### src/hw/rtl/tvs_pkg.sv
// Shared types, codes and constants of the timed valve open/close sequencer.
package tvs_pkg;

    // Width of the configuration data and of the timer targets
    localparam int CFG_W = 16;

    // Default width of the timer counters
    localparam int TIMER_BITS_DEFAULT = 16;

    // Timeout used when an alarm time register holds zero
    localparam logic [CFG_W-1:0] ALARM_TIME_DEFAULT = 16'd500;

    // Command carried by a request
    typedef enum logic [2:0] {
        OP_TICK      = 3'd0,
        OP_CLOSE     = 3'd1,
        OP_OPEN      = 3'd2,
        OP_CAL_CLOSE = 3'd3,
        OP_CAL_OPEN  = 3'd4,
        OP_MAN_STOP  = 3'd5,
        OP_EMG_STOP  = 3'd6
    } op_t;

    // Configuration register indexes
    typedef enum logic [2:0] {
        CFG_OPTION_ENABLED   = 3'd0,
        CFG_CLOSE_DELAY      = 3'd1,
        CFG_CLOSE_ALARM_TIME = 3'd2,
        CFG_CLOSE_HOLD_TIME  = 3'd3,
        CFG_OPEN_DELAY       = 3'd4,
        CFG_OPEN_TIME        = 3'd5,
        CFG_OPEN_ALARM_TIME  = 3'd6
    } cfg_idx_t;

    // Setpoint selector codes
    typedef enum logic [2:0] {
        SEL_ZERO     = 3'd0,
        SEL_CLOSE    = 3'd1,
        SEL_OPEN     = 3'd2,
        SEL_RESET    = 3'd3,
        SEL_CAL_ZERO = 3'd4,
        SEL_CAL_MAX  = 3'd5
    } sel_t;

    // Sequencer phases, one-hot
    typedef enum logic [19:0] {
        PH_IDLE       = 20'h00001,
        PH_CLS_START  = 20'h00002,
        PH_CLS_DELAY  = 20'h00004,
        PH_CLS_ARM    = 20'h00008,
        PH_CLS_DRIVE  = 20'h00010,
        PH_HOLD_START = 20'h00020,
        PH_HOLD       = 20'h00040,
        PH_CLS_END    = 20'h00080,
        PH_CLS_DONE   = 20'h00100,
        PH_CAL_CLS    = 20'h00200,
        PH_OPN_START  = 20'h00400,
        PH_OPN_DELAY  = 20'h00800,
        PH_OPN_ARM    = 20'h01000,
        PH_OPN_DRIVE  = 20'h02000,
        PH_OPN_END    = 20'h04000,
        PH_OPN_DONE   = 20'h08000,
        PH_CAL_OPN    = 20'h10000,
        PH_MAN_STOP   = 20'h20000,
        PH_EMG_STOP   = 20'h40000,
        PH_ERR_STOP   = 20'h80000
    } phase_t;

    // Configuration register contents
    typedef struct packed {
        logic             option_enabled;
        logic [CFG_W-1:0] close_delay;
        logic [CFG_W-1:0] close_alarm_time;
        logic [CFG_W-1:0] close_hold_time;
        logic [CFG_W-1:0] open_delay;
        logic [CFG_W-1:0] open_time;
        logic [CFG_W-1:0] open_alarm_time;
    } cfg_t;

    // Timer command: start loads the target and runs, stop wins over start
    typedef struct packed {
        logic             start;
        logic             stop;
        logic [CFG_W-1:0] target;
    } tmr_cmd_t;

    // Sequencer state after the current request
    typedef struct packed {
        logic       open_valve;
        logic       close_valve;
        sel_t       sel;
        logic [4:0] phase;
        logic       close_alarm;
        logic       open_alarm;
    } seq_out_t;

    // Dense phase number reported on the result
    function automatic logic [4:0] phase_index(phase_t ph);
        logic [4:0] idx;
        unique case (ph)
            PH_IDLE:       idx = 5'd0;
            PH_CLS_START:  idx = 5'd1;
            PH_CLS_DELAY:  idx = 5'd2;
            PH_CLS_ARM:    idx = 5'd3;
            PH_CLS_DRIVE:  idx = 5'd4;
            PH_HOLD_START: idx = 5'd5;
            PH_HOLD:       idx = 5'd6;
            PH_CLS_END:    idx = 5'd7;
            PH_CLS_DONE:   idx = 5'd8;
            PH_CAL_CLS:    idx = 5'd9;
            PH_OPN_START:  idx = 5'd10;
            PH_OPN_DELAY:  idx = 5'd11;
            PH_OPN_ARM:    idx = 5'd12;
            PH_OPN_DRIVE:  idx = 5'd13;
            PH_OPN_END:    idx = 5'd14;
            PH_OPN_DONE:   idx = 5'd15;
            PH_CAL_OPN:    idx = 5'd16;
            PH_MAN_STOP:   idx = 5'd17;
            PH_EMG_STOP:   idx = 5'd18;
            PH_ERR_STOP:   idx = 5'd19;
            default:       idx = 5'd0;
        endcase
        return idx;
    endfunction

endpackage

### src/hw/rtl/tvs_timer.sv
// On-delay timer with run bit, target and saturating counter.
module tvs_timer #(
    parameter int TIMER_BITS = tvs_pkg::TIMER_BITS_DEFAULT
) (
    input  logic                  clk,
    input  logic                  rst_n,
    input  logic                  step,
    input  tvs_pkg::tmr_cmd_t     cmd,
    output logic                  done,
    output logic [TIMER_BITS-1:0] count_next
);

    localparam int CmpW = (TIMER_BITS > tvs_pkg::CFG_W) ? TIMER_BITS : tvs_pkg::CFG_W;

    logic                      run_reg;
    logic                      run_next;
    logic [tvs_pkg::CFG_W-1:0] target_reg;
    logic [tvs_pkg::CFG_W-1:0] target_next;
    logic [TIMER_BITS-1:0]     count_reg;

    // Done is taken from the state at the start of the request.
    assign done = run_reg && (CmpW'(count_reg) >= CmpW'(target_reg));

    // Apply the command, then advance the count against the new target.
    always_comb
    begin
        run_next    = cmd.stop ? 1'b0 : (cmd.start ? 1'b1 : run_reg);
        target_next = cmd.start ? cmd.target : target_reg;
        priority if (!run_next)
        begin
            count_next = '0;
        end
        else if ((CmpW'(count_reg) < CmpW'(target_next)) && (count_reg != '1))
        begin
            count_next = count_reg + 1'b1;
        end
        else
        begin
            count_next = count_reg;
        end
    end

    // Timer state advances once per request.
    always_ff @(posedge clk or negedge rst_n)
    begin
        if (!rst_n)
        begin
            run_reg    <= 1'b0;
            target_reg <= '0;
            count_reg  <= '0;
        end
        else if (step)
        begin
            run_reg    <= run_next;
            target_reg <= target_next;
            count_reg  <= count_next;
        end
    end

endmodule

### src/hw/rtl/tvs_sequencer.sv
// Phase sequencer: command decode, valve drives, setpoint, alarms and timer commands.
module tvs_sequencer (
    input  logic              clk,
    input  logic              rst_n,
    input  logic              step,
    input  logic [2:0]        operation,
    input  logic              close_limit,
    input  logic              machine_reset,
    input  logic              time_limit_enable,
    input  tvs_pkg::cfg_t     cfg,
    input  logic              delay_done,
    input  logic              limit_done,
    output tvs_pkg::tmr_cmd_t delay_cmd,
    output tvs_pkg::tmr_cmd_t limit_cmd,
    output tvs_pkg::seq_out_t seq_out
);

    tvs_pkg::phase_t phase_reg;
    tvs_pkg::phase_t phase_next;
    tvs_pkg::phase_t phase_cmd;
    logic            open_valve_reg;
    logic            open_valve_next;
    logic            close_valve_reg;
    logic            close_valve_next;
    tvs_pkg::sel_t   sel_reg;
    tvs_pkg::sel_t   sel_next;
    logic [1:0]      alarm_reg;
    logic [1:0]      alarm_next;
    logic [tvs_pkg::CFG_W-1:0] close_alarm_time;
    logic [tvs_pkg::CFG_W-1:0] open_alarm_time;

    // A zero alarm time falls back to the default timeout.
    assign close_alarm_time = (cfg.close_alarm_time != '0) ? cfg.close_alarm_time
                                                           : tvs_pkg::ALARM_TIME_DEFAULT;
    assign open_alarm_time  = (cfg.open_alarm_time != '0) ? cfg.open_alarm_time
                                                          : tvs_pkg::ALARM_TIME_DEFAULT;

    // A command overrides the phase before the phase is processed.
    always_comb
    begin
        unique case (tvs_pkg::op_t'(operation))
            tvs_pkg::OP_CLOSE:     phase_cmd = tvs_pkg::PH_CLS_START;
            tvs_pkg::OP_OPEN:      phase_cmd = tvs_pkg::PH_OPN_START;
            tvs_pkg::OP_CAL_CLOSE: phase_cmd = tvs_pkg::PH_CAL_CLS;
            tvs_pkg::OP_CAL_OPEN:  phase_cmd = tvs_pkg::PH_CAL_OPN;
            tvs_pkg::OP_MAN_STOP:  phase_cmd = tvs_pkg::PH_MAN_STOP;
            tvs_pkg::OP_EMG_STOP:  phase_cmd = tvs_pkg::PH_EMG_STOP;
            default:               phase_cmd = phase_reg;
        endcase
    end

    // Phase processing and timeout supervision for one request.
    always_comb
    begin
        phase_next       = phase_cmd;
        open_valve_next  = open_valve_reg;
        close_valve_next = close_valve_reg;
        sel_next         = sel_reg;
        alarm_next       = alarm_reg;
        delay_cmd        = '0;
        limit_cmd        = '0;

        unique case (phase_cmd)
            tvs_pkg::PH_IDLE:
            begin
                open_valve_next  = 1'b0;
                close_valve_next = 1'b0;
                delay_cmd.stop   = 1'b1;
                limit_cmd.stop   = 1'b1;
            end
            tvs_pkg::PH_CLS_START:
            begin
                if (cfg.option_enabled)
                begin
                    delay_cmd.start  = 1'b1;
                    delay_cmd.target = cfg.close_delay;
                    phase_next       = tvs_pkg::PH_CLS_DELAY;
                end
                else
                begin
                    phase_next = tvs_pkg::PH_CLS_ARM;
                end
            end
            tvs_pkg::PH_CLS_DELAY:
            begin
                if (delay_done)
                begin
                    delay_cmd.stop = 1'b1;
                    phase_next     = tvs_pkg::PH_CLS_ARM;
                end
            end
            tvs_pkg::PH_CLS_ARM:
            begin
                priority if (cfg.option_enabled)
                begin
                    limit_cmd.start  = 1'b1;
                    limit_cmd.target = close_alarm_time;
                    phase_next       = tvs_pkg::PH_CLS_DRIVE;
                end
                else if (close_limit)
                begin
                    phase_next = tvs_pkg::PH_CLS_END;
                end
                else
                begin
                    alarm_next[0] = 1'b1;
                    phase_next    = tvs_pkg::PH_ERR_STOP;
                end
            end
            tvs_pkg::PH_CLS_DRIVE:
            begin
                open_valve_next  = 1'b0;
                close_valve_next = 1'b1;
                sel_next         = machine_reset ? tvs_pkg::SEL_RESET : tvs_pkg::SEL_CLOSE;
                if (close_limit)
                begin
                    phase_next = tvs_pkg::PH_HOLD_START;
                end
            end
            tvs_pkg::PH_HOLD_START:
            begin
                delay_cmd.start  = 1'b1;
                delay_cmd.target = cfg.close_hold_time;
                phase_next       = tvs_pkg::PH_HOLD;
            end
            tvs_pkg::PH_HOLD:
            begin
                if (delay_done)
                begin
                    delay_cmd.stop = 1'b1;
                    limit_cmd.stop = 1'b1;
                    phase_next     = tvs_pkg::PH_CLS_END;
                end
            end
            tvs_pkg::PH_CLS_END:
            begin
                open_valve_next  = 1'b0;
                close_valve_next = 1'b0;
                sel_next         = tvs_pkg::SEL_ZERO;
                delay_cmd.stop   = 1'b1;
                limit_cmd.stop   = 1'b1;
                phase_next       = tvs_pkg::PH_CLS_DONE;
            end
            tvs_pkg::PH_CAL_CLS:
            begin
                open_valve_next  = 1'b0;
                close_valve_next = !close_limit;
                sel_next         = close_limit ? tvs_pkg::SEL_ZERO : tvs_pkg::SEL_CAL_ZERO;
            end
            tvs_pkg::PH_OPN_START:
            begin
                if (cfg.option_enabled && (cfg.open_delay != '0))
                begin
                    delay_cmd.start  = 1'b1;
                    delay_cmd.target = cfg.open_delay;
                    phase_next       = tvs_pkg::PH_OPN_DELAY;
                end
                else
                begin
                    phase_next = tvs_pkg::PH_OPN_ARM;
                end
            end
            tvs_pkg::PH_OPN_DELAY:
            begin
                if (delay_done)
                begin
                    delay_cmd.stop = 1'b1;
                    phase_next     = tvs_pkg::PH_OPN_ARM;
                end
            end
            tvs_pkg::PH_OPN_ARM:
            begin
                if (cfg.option_enabled && (cfg.open_time != '0))
                begin
                    limit_cmd.start  = 1'b1;
                    limit_cmd.target = open_alarm_time;
                    delay_cmd.start  = 1'b1;
                    delay_cmd.target = cfg.open_time;
                    phase_next       = tvs_pkg::PH_OPN_DRIVE;
                end
                else
                begin
                    phase_next = tvs_pkg::PH_OPN_END;
                end
            end
            tvs_pkg::PH_OPN_DRIVE:
            begin
                open_valve_next  = 1'b1;
                close_valve_next = 1'b0;
                sel_next         = machine_reset ? tvs_pkg::SEL_RESET : tvs_pkg::SEL_OPEN;
                if (delay_done)
                begin
                    delay_cmd.stop = 1'b1;
                    limit_cmd.stop = 1'b1;
                    phase_next     = tvs_pkg::PH_OPN_END;
                end
            end
            tvs_pkg::PH_OPN_END:
            begin
                open_valve_next  = 1'b0;
                close_valve_next = 1'b0;
                sel_next         = tvs_pkg::SEL_ZERO;
                delay_cmd.stop   = 1'b1;
                limit_cmd.stop   = 1'b1;
                phase_next       = tvs_pkg::PH_OPN_DONE;
            end
            tvs_pkg::PH_CAL_OPN:
            begin
                open_valve_next  = 1'b1;
                close_valve_next = 1'b0;
                sel_next         = tvs_pkg::SEL_CAL_MAX;
            end
            tvs_pkg::PH_MAN_STOP,
            tvs_pkg::PH_EMG_STOP:
            begin
                open_valve_next  = 1'b0;
                close_valve_next = 1'b0;
                sel_next         = tvs_pkg::SEL_ZERO;
                delay_cmd.stop   = 1'b1;
                limit_cmd.stop   = 1'b1;
                phase_next       = tvs_pkg::PH_IDLE;
            end
            tvs_pkg::PH_ERR_STOP:
            begin
                open_valve_next  = 1'b0;
                close_valve_next = 1'b0;
                sel_next         = tvs_pkg::SEL_ZERO;
                delay_cmd.stop   = 1'b1;
                limit_cmd.stop   = 1'b1;
            end
            default:
            begin
            end
        endcase

        // A timeout raises the alarm of the running movement and stops the sequence.
        if (limit_done && time_limit_enable)
        begin
            if ((phase_next == tvs_pkg::PH_CLS_DRIVE) || (phase_next == tvs_pkg::PH_HOLD_START)
                || (phase_next == tvs_pkg::PH_HOLD) || (phase_next == tvs_pkg::PH_CLS_END))
            begin
                alarm_next[0] = 1'b1;
            end
            if ((phase_next == tvs_pkg::PH_OPN_DRIVE) || (phase_next == tvs_pkg::PH_OPN_END))
            begin
                alarm_next[1] = 1'b1;
            end
            limit_cmd.stop = 1'b1;
            phase_next     = tvs_pkg::PH_ERR_STOP;
        end
    end

    // Sequencer state advances once per request.
    always_ff @(posedge clk or negedge rst_n)
    begin
        if (!rst_n)
        begin
            phase_reg       <= tvs_pkg::PH_EMG_STOP;
            open_valve_reg  <= 1'b0;
            close_valve_reg <= 1'b0;
            sel_reg         <= tvs_pkg::SEL_ZERO;
            alarm_reg       <= 2'b00;
        end
        else if (step)
        begin
            phase_reg       <= phase_next;
            open_valve_reg  <= open_valve_next;
            close_valve_reg <= close_valve_next;
            sel_reg         <= sel_next;
            alarm_reg       <= alarm_next;
        end
    end

    // State after this request, for the result register.
    always_comb
    begin
        seq_out.open_valve  = open_valve_next;
        seq_out.close_valve = close_valve_next;
        seq_out.sel         = sel_next;
        seq_out.phase       = tvs_pkg::phase_index(phase_next);
        seq_out.close_alarm = alarm_next[0];
        seq_out.open_alarm  = alarm_next[1];
    end

endmodule

### src/hw/rtl/timed_valve_open_close_sequencer.sv
// Top level of the timed valve open/close sequencer.
// Every request is one control tick and yields exactly one result. A request is
// captured in an input register, processed by the phase sequencer and the delay
// and timeout timers, and its result lands in an output register. The block takes
// a new request every clock as long as results are taken. The phase update and the
// two counter updates set that rate of one request per cycle. There is no start-up
// pass after reset; configuration writes take effect on the next request.
module timed_valve_open_close_sequencer #(
    parameter int TIMER_BITS = tvs_pkg::TIMER_BITS_DEFAULT
) (
    input  logic                      clk,
    input  logic                      rst_n,
    // Configuration write port
    input  logic                      cfg_we,
    input  logic [2:0]                cfg_index,
    input  logic [tvs_pkg::CFG_W-1:0] cfg_data,
    // Request channel
    input  logic                      in_valid,
    output logic                      in_ready,
    input  logic [2:0]                operation,
    input  logic                      close_limit,
    input  logic                      machine_reset,
    input  logic                      time_limit_enable,
    // Result channel
    output logic                      out_valid,
    input  logic                      out_ready,
    output logic                      open_valve,
    output logic                      close_valve,
    output logic [2:0]                setpoint_select,
    output logic [4:0]                phase,
    output logic [15:0]               delay_elapsed,
    output logic [15:0]               limit_elapsed,
    output logic                      close_alarm,
    output logic                      open_alarm
);

    tvs_pkg::cfg_t     cfg_reg;
    logic              req_valid_reg;
    logic [2:0]        req_operation_reg;
    logic              req_close_limit_reg;
    logic              req_machine_reset_reg;
    logic              req_time_limit_enable_reg;
    logic              step;
    tvs_pkg::tmr_cmd_t delay_cmd;
    tvs_pkg::tmr_cmd_t limit_cmd;
    logic              delay_done;
    logic              limit_done;
    logic [TIMER_BITS-1:0] delay_count_next;
    logic [TIMER_BITS-1:0] limit_count_next;
    tvs_pkg::seq_out_t seq_out;
    logic              out_valid_reg;
    logic              out_open_valve_reg;
    logic              out_close_valve_reg;
    logic [2:0]        out_sel_reg;
    logic [4:0]        out_phase_reg;
    logic [15:0]       out_delay_reg;
    logic [15:0]       out_limit_reg;
    logic              out_close_alarm_reg;
    logic              out_open_alarm_reg;

    // Configuration registers.
    always_ff @(posedge clk or negedge rst_n)
    begin
        if (!rst_n)
        begin
            cfg_reg.option_enabled   <= 1'b0;
            cfg_reg.close_delay      <= '0;
            cfg_reg.close_alarm_time <= tvs_pkg::ALARM_TIME_DEFAULT;
            cfg_reg.close_hold_time  <= '0;
            cfg_reg.open_delay       <= '0;
            cfg_reg.open_time        <= '0;
            cfg_reg.open_alarm_time  <= tvs_pkg::ALARM_TIME_DEFAULT;
        end
        else if (cfg_we)
        begin
            unique case (tvs_pkg::cfg_idx_t'(cfg_index))
                tvs_pkg::CFG_OPTION_ENABLED:   cfg_reg.option_enabled   <= cfg_data[0];
                tvs_pkg::CFG_CLOSE_DELAY:      cfg_reg.close_delay      <= cfg_data;
                tvs_pkg::CFG_CLOSE_ALARM_TIME: cfg_reg.close_alarm_time <= cfg_data;
                tvs_pkg::CFG_CLOSE_HOLD_TIME:  cfg_reg.close_hold_time  <= cfg_data;
                tvs_pkg::CFG_OPEN_DELAY:       cfg_reg.open_delay       <= cfg_data;
                tvs_pkg::CFG_OPEN_TIME:        cfg_reg.open_time        <= cfg_data;
                tvs_pkg::CFG_OPEN_ALARM_TIME:  cfg_reg.open_alarm_time  <= cfg_data;
                default:
                begin
                end
            endcase
        end
    end

    // The held request is processed when the result register is free or draining.
    assign step     = req_valid_reg && (!out_valid_reg || out_ready);
    assign in_ready = !req_valid_reg || step;

    // Input register.
    always_ff @(posedge clk or negedge rst_n)
    begin
        if (!rst_n)
        begin
            req_valid_reg <= 1'b0;
        end
        else if (in_ready)
        begin
            req_valid_reg <= in_valid;
        end
    end

    always_ff @(posedge clk)
    begin
        if (in_valid && in_ready)
        begin
            req_operation_reg         <= operation;
            req_close_limit_reg       <= close_limit;
            req_machine_reset_reg     <= machine_reset;
            req_time_limit_enable_reg <= time_limit_enable;
        end
    end

    // Phase sequencer.
    tvs_sequencer u_sequencer (
        .clk               (clk),
        .rst_n             (rst_n),
        .step              (step),
        .operation         (req_operation_reg),
        .close_limit       (req_close_limit_reg),
        .machine_reset     (req_machine_reset_reg),
        .time_limit_enable (req_time_limit_enable_reg),
        .cfg               (cfg_reg),
        .delay_done        (delay_done),
        .limit_done        (limit_done),
        .delay_cmd         (delay_cmd),
        .limit_cmd         (limit_cmd),
        .seq_out           (seq_out)
    );

    // Delay and hold timer.
    tvs_timer #(
        .TIMER_BITS (TIMER_BITS)
    ) u_delay_timer (
        .clk        (clk),
        .rst_n      (rst_n),
        .step       (step),
        .cmd        (delay_cmd),
        .done       (delay_done),
        .count_next (delay_count_next)
    );

    // Timeout timer.
    tvs_timer #(
        .TIMER_BITS (TIMER_BITS)
    ) u_limit_timer (
        .clk        (clk),
        .rst_n      (rst_n),
        .step       (step),
        .cmd        (limit_cmd),
        .done       (limit_done),
        .count_next (limit_count_next)
    );

    // Result register.
    always_ff @(posedge clk or negedge rst_n)
    begin
        if (!rst_n)
        begin
            out_valid_reg <= 1'b0;
        end
        else if (step)
        begin
            out_valid_reg <= 1'b1;
        end
        else if (out_ready)
        begin
            out_valid_reg <= 1'b0;
        end
    end

    always_ff @(posedge clk)
    begin
        if (step)
        begin
            out_open_valve_reg  <= seq_out.open_valve;
            out_close_valve_reg <= seq_out.close_valve;
            out_sel_reg         <= seq_out.sel;
            out_phase_reg       <= seq_out.phase;
            out_delay_reg       <= 16'(delay_count_next);
            out_limit_reg       <= 16'(limit_count_next);
            out_close_alarm_reg <= seq_out.close_alarm;
            out_open_alarm_reg  <= seq_out.open_alarm;
        end
    end

    assign out_valid       = out_valid_reg;
    assign open_valve      = out_open_valve_reg;
    assign close_valve     = out_close_valve_reg;
    assign setpoint_select = out_sel_reg;
    assign phase           = out_phase_reg;
    assign delay_elapsed   = out_delay_reg;
    assign limit_elapsed   = out_limit_reg;
    assign close_alarm     = out_close_alarm_reg;
    assign open_alarm      = out_open_alarm_reg;

    // A waiting result must not be overwritten.
    a_no_overwrite: assert property (@(posedge clk) disable iff (!rst_n)
        out_valid_reg && !out_ready |-> !step)
        else $error("result register overwritten while stalled");

    // Every processed request leaves a result.
    a_step_gives_result: assert property (@(posedge clk) disable iff (!rst_n)
        step |=> out_valid_reg)
        else $error("processed request produced no result");

    // The two valves are never driven together.
    a_valves_exclusive: assert property (@(posedge clk) disable iff (!rst_n)
        out_valid_reg |-> !(out_open_valve_reg && out_close_valve_reg))
        else $error("open and close valve driven together");

    // Alarms are sticky from one result to the next.
    a_alarm_sticky: assert property (@(posedge clk) disable iff (!rst_n)
        out_valid_reg && step && out_close_alarm_reg && out_open_alarm_reg
        |=> out_close_alarm_reg && out_open_alarm_reg)
        else $error("alarm cleared without reset");

endmodule

### config.mk
export PLATFORM = sky130hd
export DESIGN_NAME = timed_valve_open_close_sequencer
export DESIGN_NICKNAME = d
export VERILOG_FILES = /design/src/hw/rtl/tvs_pkg.sv /design/src/hw/rtl/tvs_timer.sv /design/src/hw/rtl/tvs_sequencer.sv /design/src/hw/rtl/timed_valve_open_close_sequencer.sv
export SDC_FILE = /design/constraint.sdc
export NUM_CORES = 1
export LEC_CHECK = 0
export ABC_AREA = 1
export BUFFER_PORTS_ARGS = -buffer_cell sky130_fd_sc_hd__buf_4
export CORE_MARGIN = 2
export CORE_UTILIZATION = 45
export DETAILED_ROUTE_END_ITERATION = 8
export PLACE_DENSITY = 0.6
export SETUP_SLACK_MARGIN = 0.1
export SLEW_MARGIN = 25
export SYNTH_ARGS = -nofsm -noshare
export SYNTH_HDL_FRONTEND = slang
export SYNTH_HIERARCHICAL = 1
export SYNTH_SLANG_ARGS = --single-unit
### constraint.sdc
create_clock -name clk -period 5.55 [get_ports clk]
set_input_delay 0.2775 -clock clk [delete_from_list [all_inputs] [get_ports clk]]
set_output_delay 0.2775 -clock clk [all_outputs]
set_load 0.005 [all_outputs]
# Word level (Yosys, flattened, before mapping)
# Cells that the tools add are included.
# totals
register_bits	242
in_bits	30
out_inout_bits	46
wordCells	190
# op_classes
addsub	2
n_lt_le_gt_ge	4
eq_ne	57
muxes	56
reduce_logical	39
# ops
operator	count
$pmux W20 S13	1
$mux W16	13
$mux W20	8
$pmux W20 S6	1
$pmux W5 S19	1
$pmux W16 S4	1
$reduce_bool A16 Y1	4
$eq A20 B14 Y1 const B	3
$eq A20 B15 Y1 const B	3
$eq A20 B5 Y1 const B	3
$eq A20 B6 Y1 const B	3
$eq A20 B7 Y1 const B	3
$eq A20 B8 Y1 const B	3
$eq A20 B10 Y1 const B	2
$eq A20 B11 Y1 const B	2
$eq A20 B12 Y1 const B	2
$eq A20 B13 Y1 const B	2
$eq A20 B17 Y1 const B	2
$eq A20 B18 Y1 const B	2
$eq A20 B19 Y1 const B	2
$eq A20 B2 Y1 const B	2
$eq A20 B20 Y1 const B	2
$eq A20 B3 Y1 const B	2
$eq A20 B4 Y1 const B	2
other kinds (32)	89

# Longest topological paths before layout
# Gate-level depths: netlist (run 1).
# depth
word_depth	11
ltp_mapped	32
depth_no_buf	29

# Hierarchy
# The synthesis (run 1) kept the hierarchy.
# by_module_without_submodules
mod	n_inst	cells_per_inst	area_per_inst_um2	seq_area_each_um2
timed_valve_open_close_sequencer	1	490	5474.0	3993.8
tvs_sequencer	1	640	3767.4	676.9
tvs_timer at u_limit_timer	1	428	2970.3	825.8
tvs_timer at u_delay_timer	1	423	2931.6	825.8

# Worst setup path after synthesis (run 1)
# No wires, ideal clock.
# synth_path
kind	register to register
startpoint	register out_valid_reg, in the netlist out_valid
endpoint	register u_sequencer.phase_reg[19]
setup_ns	0.138
arrival_ns	4.243
t_required_ns	5.412
path_slack_ns	1.169
stages_incl_launch_ff	6
path_buffers	1
synth_period_minus_slack_ns	4.381
path_cell_list	dfrtp_1 > a21oi_1 > clkinv_1 > clkbuf_1 > nand2_1 > o21ai_0
# synth_via
elab_chain_cells	3
# synth_lines
item	line_no	rtl
start: declaration	timed_valve_open_close_sequencer.sv:51	logic out_valid_reg;
start signal: assignment	timed_valve_open_close_sequencer.sv:165	out_valid_reg <= 1'b0;
start signal: assignment	timed_valve_open_close_sequencer.sv:169	out_valid_reg <= 1'b1;
start signal: assignment	timed_valve_open_close_sequencer.sv:173	out_valid_reg <= 1'b0;
$logic_not A1 Y1	timed_valve_open_close_sequencer.sv:92	assign step = req_valid_reg && (!out_valid_reg || out_ready);
$logic_or A1 B1 Y1	timed_valve_open_close_sequencer.sv:92	
$logic_and A1 B1 Y1	timed_valve_open_close_sequencer.sv:92	
named net step	timed_valve_open_close_sequencer.sv:43	logic step;
end signal: assignment	tvs_sequencer.sv:258	phase_reg <= tvs_pkg::PH_EMG_STOP;
end signal: assignment	tvs_sequencer.sv:266	phase_reg <= phase_next;
end: declaration	tvs_sequencer.sv:18	tvs_pkg::phase_t phase_reg;
# The timed path passes the listed nets, and every way through them passes these cells.
# A chain may end at the register's enable or synchronous reset.

==> impl_metrics.yaml, run 1 <==
hold_path:
  hold_path_depth: 3
  min_to: "cfg_reg[49]"
  hp-class: "in -> reg"
  hp-start: "cfg_data[1]"
sta:
  tightestPinTransition_ps: 1020
  fmaxAchievable_ghz: 0.207
  skew_ps: 21.1
  rsz0062_at_grt: "false"
  hold_viol_final: 0
  setup_viol: 0
  fin_crit_ps: 4840
  relSlewSlack_pct: 31.9
  slew_viol_final: 0
  finalSetupTns_ps: 0
  post-route-worst-setup-slack_ps: 715
  timing.final.crit_share_pct: 87.1
final_layout:
  drive_gt1_share_pct: 13.6
  finish.instance_area_um2: 17000
  layout_commonest_cell: "nand2_1"
  instances_no_fill: 2523
  diodes: 0
  synthToLayoutAreaGrowth_pct: 12.5
  final_nets: 2147
  largest_reg_flops: 97
  final_cell_mix: "645 x nand2_1, 192 x inv_1, 179 x dfrtp_1, 153 x nand3_1, 108 x nor2_1"
route:
  avgViaCountPerCell: 5.36
  drc: 0
  firstDrtPassIters: 5
  wl_mm: 42.3
  vias: 13535
  ant_nets: 0
  drtIter0Drc: 1079
  wl_per_cell_um: 16.8
clock_tree:
  cts_tree: "built"
  cts_num_sinks: 242
  cts_made_buffers: 28
  post-cts-setup-buffers: 0
  cts_resized: 0
  clkTransAtPathRegs_ps: 60
  cts_max_level: 1
  clock-root-buffer: "clkbuf_16"
  hold_buffers: 21
  clockBufferDepth: 3
  insertion_delay_ps: 560
synthesis:
  yosys_warnings: 6
  syn_area_per_cell_um2: 7.64
  synthesis.area_um2: 15100
  synth_area_leader_cell: "dfrtp_1"
  synthTopCellsByArea: "dfrtp_1 30%, nand2_1 16%, edfxtp_1 9.9%"
  synth-seq-cells: 242
  synth_top_cell_area_share_pct: 29.6
  syn_inst: 1981
  synthesis.nets: 2075
  synth-seq-area-share_pct: 41.7
  yosysUniqueCellTypes: 53
setup_path:
  timing.critical_path.buf_inv: 3
  worst-path-max-fanout: 22
  cp.required_ps: 5840
  cpMaxStageDelayCell: "edfxtp_1"
  regToRegEndpoint: "delay_elapsed[0]"
  slowest_delay_ps: 500
  cp-start-kind: "flop"
  path_class: "reg -> reg"
  cp_top_family: "simple AND/OR/NAND/NOR gates"
  reg2reg_slack_ps: 710
  crit_top_cell: "nand2_1"
  end_kind: "flop"
  timing.rr.start: "req_operation_reg[0]"
  crit_arrival_ps: 5120
  worstRegToRegCells: 25
die:
  die_y_um: 187
  coreArea_um2: 33400
  chipWidth_um: 187
  pin_count: 76
  initial_utilization_pct: 45.4
  dieArea_um2: 35100
  rows: 67
place:
  place_ws_ps: 753
  placed_cells: 2450
  gp_congestion: 0.984
  numPortBuffers: 75
  hpwl_mm: 30.4
  placed_area_um2: 16000
pwr:
  leakage_nw: 8.47
  peakVddDrop_uv: 267
  powerDensity_nw_per_um2: 458
global_routing:
  antenna_found_initial: 0
  grt_pass1_vias: 12375
  grt_use_total_pct: 23.9
  grt_max_degree: 150
  grt_pass1_wl_mm: 67.8
  grt-ovfl-total: 0
job:
  drv_cap: 0
status:
  outcome: "finished clean"
-- synth_stat cells (all sizes together) --
cell / instances
nand2: 696
inv: 215
dfrtp: 179
nand3: 161
nor2: 146
o21ai: 99
nand4: 90
ha: 64
a21oi: 56
edfxtp: 50
buf: 37
clkbuf: 31
nor3: 20
nor4: 16
a22oi: 15
xor2: 15
dfstp: 13
o22ai: 13
o211ai: 11
and3: 9
o221ai: 8
clkinv: 7
nand3b: 7
or2: 6
a211oi: 2
a22o: 2
a31oi: 2
and2: 2
o2111ai: 2
o21bai: 2
xnor2: 2
nor3b: 1
o311a: 1
o31ai: 1
-- through the flow --
step / hold WS [ps] / utilization, % / power [mW]
after CTS: 0.833 / 51.1 / 7.83
after detailed placement: 251 / 47.9 / 6.06
after floorplan: -18.1 / - / 5.19
final: 19.6 / 51.1 / 7.81
after global placement: 249 / 47.9 / 6.00
after global routing: 16.9 / 51.1 / 8.46
-- power by group --
| part | leakage [nW] | internal (mW) | switching, mW |
|---|---|---|---|
| sequential | 2.95 | 2.25 | 0.307 |
| clock | 0.417 | 0.973 | 0.759 |
| combinational | 5.10 | 1.14 | 2.38 |
| total | 8.47 | 4.36 | 3.45 |
-- cells by family after synthesis --
family                   count (synthesis)  synth area share, %
AND/OR/NAND/NOR                       1154                 35.5
buffers and inverters                  290                 8.30
flip-flops                             242                 41.8
adder cells (fa/ha/maj)                 64                 5.29
AO/OA/AOI/OAI                          214                 8.16
XOR/XNOR                                17                0.983
-- worst min-delay path: cells and delay by family --
kind                   cells  cell delay, ps
buffers and inverters      1             150
AND/OR/NAND/NOR            2             110
-- metal layers --
layer | global-route usage [%] | vias up | part of all wire [%]
met5 | 0 | - | 0
met4 | 5.78 | 0 | 2.1
met3 | 3.15 | 64 | 5.8
met2 | 35.8 | 400 | 44
met1 | 36.6 | 6357 | 48
li1 | - | 6714 | -
-- worst max path at each step --
stage                         startpoint                         to  slack, ps  cells past startpoint
floorplan                      out_valid  u_sequencer/phase_reg[19]       1170                      5
detailed placement  req_operation_reg[0]          delay_elapsed[12]        750                     25
global route        req_operation_reg[0]           delay_elapsed[0]        330                     25
CTS                 req_operation_reg[0]           delay_elapsed[0]        730                     25
finish              req_operation_reg[0]           delay_elapsed[0]        710                     25
global placement    req_operation_reg[0]           delay_elapsed[0]        920                     24
-- layout make-up --
cell class	count	area, um^2
multi-input combinational	1449	7580
fill	3270	16300
sequential	242	6320
clock inverter	11	71.3
timing repair buffer	110	897
inverter	222	836
clock buffer	41	779
tap	448	561
Note: power is estimated with default switching activity, not from simulation.
==> run 2: changes to the inputs <==
--- a/config.mk
+++ b/config.mk
@@ -10,7 +10,7 @@
 export CORE_MARGIN = 2
 export CORE_UTILIZATION = 45
 export DETAILED_ROUTE_END_ITERATION = 8
-export PLACE_DENSITY = 0.6
+export PLACE_DENSITY = 0.59
 export SETUP_SLACK_MARGIN = 0.1
 export SLEW_MARGIN = 25
 export SYNTH_ARGS = -nofsm -noshare
==> impl_metrics.yaml, run 2 (synthesis results as in run 1) <==
global_routing:
  grt-ovfl-total: 0
  grt_pass1_wl_mm: 69.0
  antenna_found_initial: 0
  grt_pass1_vias: 12746
  grt_max_degree: 105
  grt_use_total_pct: 24.3
clock_tree:
  cts_max_level: 1
  clkTransAtPathRegs_ps: 60
  post-cts-setup-buffers: 0
  cts_resized: 0
  insertion_delay_ps: 550
  cts_tree: "built"
  cts_made_buffers: 29
  cts_num_sinks: 242
  clockBufferDepth: 3
  clock-root-buffer: "clkbuf_16"
  hold_buffers: 21
die:
  dieArea_um2: 35100
  chipWidth_um: 187
  initial_utilization_pct: 45.4
  rows: 67
  pin_count: 76
  die_y_um: 187
  coreArea_um2: 33400
sta:
  fin_crit_ps: 4760
  relSlewSlack_pct: 34.5
  finalSetupTns_ps: 0
  setup_viol: 0
  timing.final.crit_share_pct: 85.8
  hold_viol_final: 0
  tightestPinTransition_ps: 982
  whs_ps: 18.8
  skew_ps: 18.7
  rsz0062_at_grt: "false"
  fmaxAchievable_ghz: 0.210
  slew_viol_final: 0
setup_path:
  crit_arrival_ps: 5040
  end_kind: "flop"
  cp.required_ps: 5830
  worstRegToRegCells: 22
  worst-path-max-fanout: 22
  timing.rr.start: "req_operation_reg[1]"
  cp-start-kind: "flop"
  path_class: "reg -> reg"
  crit_start: "req_operation_reg[1]"
final_layout:
  layout_commonest_cell: "nand2_1"
  final_cell_mix: "645 x nand2_1, 192 x inv_1, 179 x dfrtp_1, 153 x nand3_1, 108 x nor2_1"
  fill_cells: 3273
  largest_reg_flops: 97
  synthToLayoutAreaGrowth_pct: 13.7
  final_nets: 2149
  diodes: 0
  drive_gt1_share_pct: 13.9
status:
  outcome: "finished clean"
route:
  drtIter0Drc: 1045
  ant_nets: 0
  avgViaCountPerCell: 5.37
  firstDrtPassIters: 7
  vias: 13568
  drc: 0
  wl_per_cell_um: 16.9
  wl_mm: 42.7
hold_path:
  hp-class: "in -> reg"
  hold_path_depth: 3
  hp-start: "cfg_data[1]"
place:
  gp_congestion: 0.929
  numPortBuffers: 75
  hpwl_mm: 30.8
job:
  drv_cap: 0
pwr:
  powerDensity_nw_per_um2: 467
  leakage_nw: 8.56
  peakVddDrop_uv: 266
## run 2: changes by cell type in the layout (fill, tap and decap cells not counted), sizes merged
cell,delta
buf,+1
bufinv,+3
clkbuf,+3
clkinv,-4
clkinvlp,-1
## run 2: through the flow
step	utilization [%]	cell area, um^2	total power [mW]	worst slack, ps	std cells
after floorplan	-	15100	5.19	1170	1981
after global placement	47.9	16000	6.00	989	2450
after detailed placement	47.9	16000	6.05	888	2450
after CTS	51.5	17200	8.09	878	2524
after global routing	51.6	17200	8.72	301	2525
final	51.6	17200	8.05	790	2525
## run 2: power by group
part	total [mW]	switching, mW	internal [mW]
registers	2.55	0.297	2.25
logic	3.51	2.37	1.14
clock network	1.99	0.750	1.24
total	8.05	3.42	4.63
## run 2: path summary, 6_finish.rpt
kind / end / slack (ps)
max: delay_elapsed[0] / 790
min: cfg_reg[49] / 20
max reg2reg: delay_elapsed[0] / 790
min reg2reg: cfg_reg[85] / 470
max in group asynchronous: u_limit_timer/count_reg[8] / 3900
min in group asynchronous: u_sequencer/phase_reg[4] / 390
## run 2: critical path: stages (launching register included)
cell	delay, ps
edfxtp_1	510
nand3_1	180
nand2_4	160
nand2_1	150
inv_2	60
nor2_2	160
nand2_4	140
nor4_1	330
nand2_1	300
clkinv_1	230
buf_4	290
a22oi_1	120
o211ai_1	100
o21ai_0	140
ha_1	340
a21oi_1	130
nor2_1	50
a211oi_1	170
nand2_1	120
nand2_2	320
nand3_2	260
nand2_1	150
a21oi_1	70
## run 2: layout make-up
class,count,area (um^2),share of cell area (%)
clock buffer,44,893,5.19
clock inverter,9,121,0.705
inverter,222,836,4.85
multi-input combinational,1449,7580,44.0
sequential,242,6320,36.7
tap,448,561,3.25
timing repair buffer,111,912,5.30
## run 2: per-layer routing
layer	global-route usage (%)	up-vias	share of wire, %
met5	0	-	0
li1	-	6709	-
met2	38.0	341	45
met4	4.33	0	1.7
met3	3.04	46	4.9
met1	36.6	6472	49
==> run 3: changes to the inputs <==
--- a/config.mk
+++ b/config.mk
@@ -5,7 +5,7 @@
 export SDC_FILE = /design/constraint.sdc
 export NUM_CORES = 1
 export LEC_CHECK = 0
-export ABC_AREA = 1
+export ABC_AREA = 0
 export BUFFER_PORTS_ARGS = -buffer_cell sky130_fd_sc_hd__buf_4
 export CORE_MARGIN = 2
 export CORE_UTILIZATION = 45
==> impl_metrics.yaml, run 3 <==
synthesis:
  yosys_warnings: 6
  synthArstFlopShare_pct: 79.3
  synth_top_cell_area_share_pct: 31.0
  synthesis.nets: 1494
  syn_area_per_cell_um2: 10.3
  synthTopCellsByCount: "179 x dfrtp_1, 114 x nand2_1, 102 x nor2_1"
  synth_area_leader_cell: "dfrtp_1"
  post-synth-top-count-cell: "dfrtp_1"
  yosysUniqueCellTypes: 95
  ys.flop_type: "dfrtp_1"
  synth-seq-area-share_pct: 43.7
  syn_inst: 1400
  synthTopCellsByArea: "dfrtp_1 31%, edfxtp_1 10%, mux2_2 6.0%"
  synth-seq-cells: 242
  synth_edf_count: 50
  synthesis.area_um2: 14500
setup_path:
  worst-path-max-fanout: 28
  worstPathCellList: "or3_1 -> a21oi_1 -> nand3_1 -> buf_4 -> nor2_1 -> nand2_1 -> buf_4 -> nor2_1 -> buf_4 -> a22o_1 -> mux2i_1 -> ha_1 -> a21oi_1 -> nor2_1 -> o311ai_4 -> nand3_4 -> o311ai_0 -> o21ai_0"
  end_kind: "flop"
  crit_arrival_ps: 5440
  cpMaxStageDelayCell: "edfxtp_1"
  path_class: "reg -> reg"
  slowest_delay_ps: 570
  cp-start-kind: "flop"
  cp.required_ps: 5830
route:
  wl_mm: 39.1
  wl_per_cell_um: 20.6
  firstDrtPassIters: 5
  wl_met1_mm: 18.3
  vias: 11503
  ant_nets: 0
  highest_layer: "met5"
  drtIter0Drc: 897
  avgViaCountPerCell: 6.05
  wl_met2_mm: 17.8
  dr_wl_met3_mm: 1.91
  drc: 0
sta:
  fin_crit_ps: 5170
  rsz0062_at_grt: "true"
  hold_viol_final: 0
  slew_viol_final: 0
  fmaxAchievable_ghz: 0.194
  skew_ps: 12.7
  tightestPinTransition_ps: 1080
  timing.final.crit_share_pct: 93.1
  setup_viol: 0
  relSlewSlack_pct: 28.2
  finalSetupTns_ps: 0
global_routing:
  grt_use_total_pct: 23.4
  grt-ovfl-total: 0
  grt_pass1_vias: 11099
  grt_pass1_wl_mm: 62.4
  antenna_found_initial: 2
  grt_max_degree: 113
final_layout:
  drive_gt1_share_pct: 20.7
  diodes: 0
  layout_commonest_cell: "dfrtp_1"
  synthToLayoutAreaGrowth_pct: 13.5
  largest_reg_flops: 97
  finish.instance_area_um2: 16400
  final_cell_mix: "179 x dfrtp_1, 113 x nand2_1, 102 x buf_4, 101 x nor2_1, 77 x mux2_2"
  final_nets: 1570
pwr:
  powerDensity_nw_per_um2: 339
  peakVddDrop_uv: 230
  leakage_nw: 7.21
place:
  gp_congestion: 0.946
  numPortBuffers: 75
  hpwl_mm: 27.5
  placed_area_um2: 15400
die:
  coreArea_um2: 31600
  initial_utilization_pct: 45.7
  die_y_um: 183
  chipWidth_um: 183
  pin_count: 76
  rows: 65
  dieArea_um2: 33600
clock_tree:
  cts_num_sinks: 242
  cts_tree: "built"
  insertion_delay_ps: 550
  clockBufferDepth: 3
  clock-root-buffer: "clkbuf_16"
  cts_made_buffers: 29
  clkTransAtPathRegs_ps: 60
  cts_max_level: 1
status:
  outcome: "finished clean"
hold_path:
  hp-class: "in -> reg"
job:
  drv_cap: 0
-- run 3: final cells by class --
type,instances,area [um^2]
sequential,242,6320
clock inverter,16,133
multi-input combinational,1020,7530
tap,402,503
timing repair buffer,113,890
fill,2796,15200
inverter,70,263
clock buffer,38,790
-- run 3: logic make-up (layout without fill, tap and decap cells) --
logic type                 Yosys count  after routing  synth area share, %
DFF                                242            242                 43.7
muxes                              141            141                 11.5
adders and majority gates           64             64                 5.53
buffers and inverters              138            237                 4.51
xor gates and xnor gates            15             15                0.908
AOI/OAI and AO/OA                  333            333                 16.8
and+or+nand+nor                    467            467                 17.1
-- run 3: metrics by stage --
step	instances	hold slack (ps)	worst slack [ps]	util [%]	total power, mW
finish	1901	20.7	383	51.9	5.57
global route	1901	15.7	34.0	51.9	5.90
CTS	1899	4.85	253	51.8	5.61
detailed placement	1836	444	248	48.6	3.74
global placement	1836	442	382	48.6	3.72
floorplan	1400	-18.1	354	-	3.30
-- run 3: power breakdown --
| part | leakage (nW) | switching (mW) | internal (mW) | total (mW) |
|---|---|---|---|---|
| logic | 3.93 | 0.725 | 0.570 | 1.29 |
| registers | 2.83 | 0.270 | 2.17 | 2.44 |
| clock network | 0.452 | 0.753 | 1.09 | 1.84 |
-- run 3: worst max-delay path, delay by kind of cell (launching register included) --
kind | cells | cell delay, ps
fa+ha+maj | 1 | 310
simple gates | 7 | 1550
compound gates | 6 | 1750
buf+inv | 3 | 590
flops | 1 | 570
mux | 1 | 100
-- run 3: worst paths after layout --
path | slack, ps | startpoint | end | cells after the start
setup / recovery | 380 | req_operation_reg[0] | limit_elapsed[8] | 18
hold / removal | 20 | cfg_data[12] | cfg_reg[28] | 2
setup reg to reg | 380 | req_operation_reg[0] | limit_elapsed[8] | 18
hold reg to reg | 490 | u_sequencer/alarm_reg[0] | u_sequencer/alarm_reg[0] | 2
max in group asynchronous | 3880 | rst_n | u_limit_timer/target_reg[11] | 3
min in group asynchronous | 360 | rst_n | u_delay_timer/count_reg[11] | 2
-- run 3: what timing repair did --
| item | 4_1_cts | 5_1_grt |
|---|---|---|
| setup buffers | 0 | 2 |
| endpoints found under the setup margin | 0 | 33 |
| endpoints found under the hold margin | 97 | 0 |
| hold buffers | 9 | 0 |
| gates resized for setup | 0 | 5 |
-- run 3: metal layers --
| metal | GRT usage [%] | vias to the layer above |
|---|---|---|
| met3 | 3.20 | 78 |
| li1 | - | 5443 |
| met4 | 6.72 | 4 |
| met1 | 33.7 | 5662 |
| met5 | 0 | - |
| met2 | 36.7 | 316 |
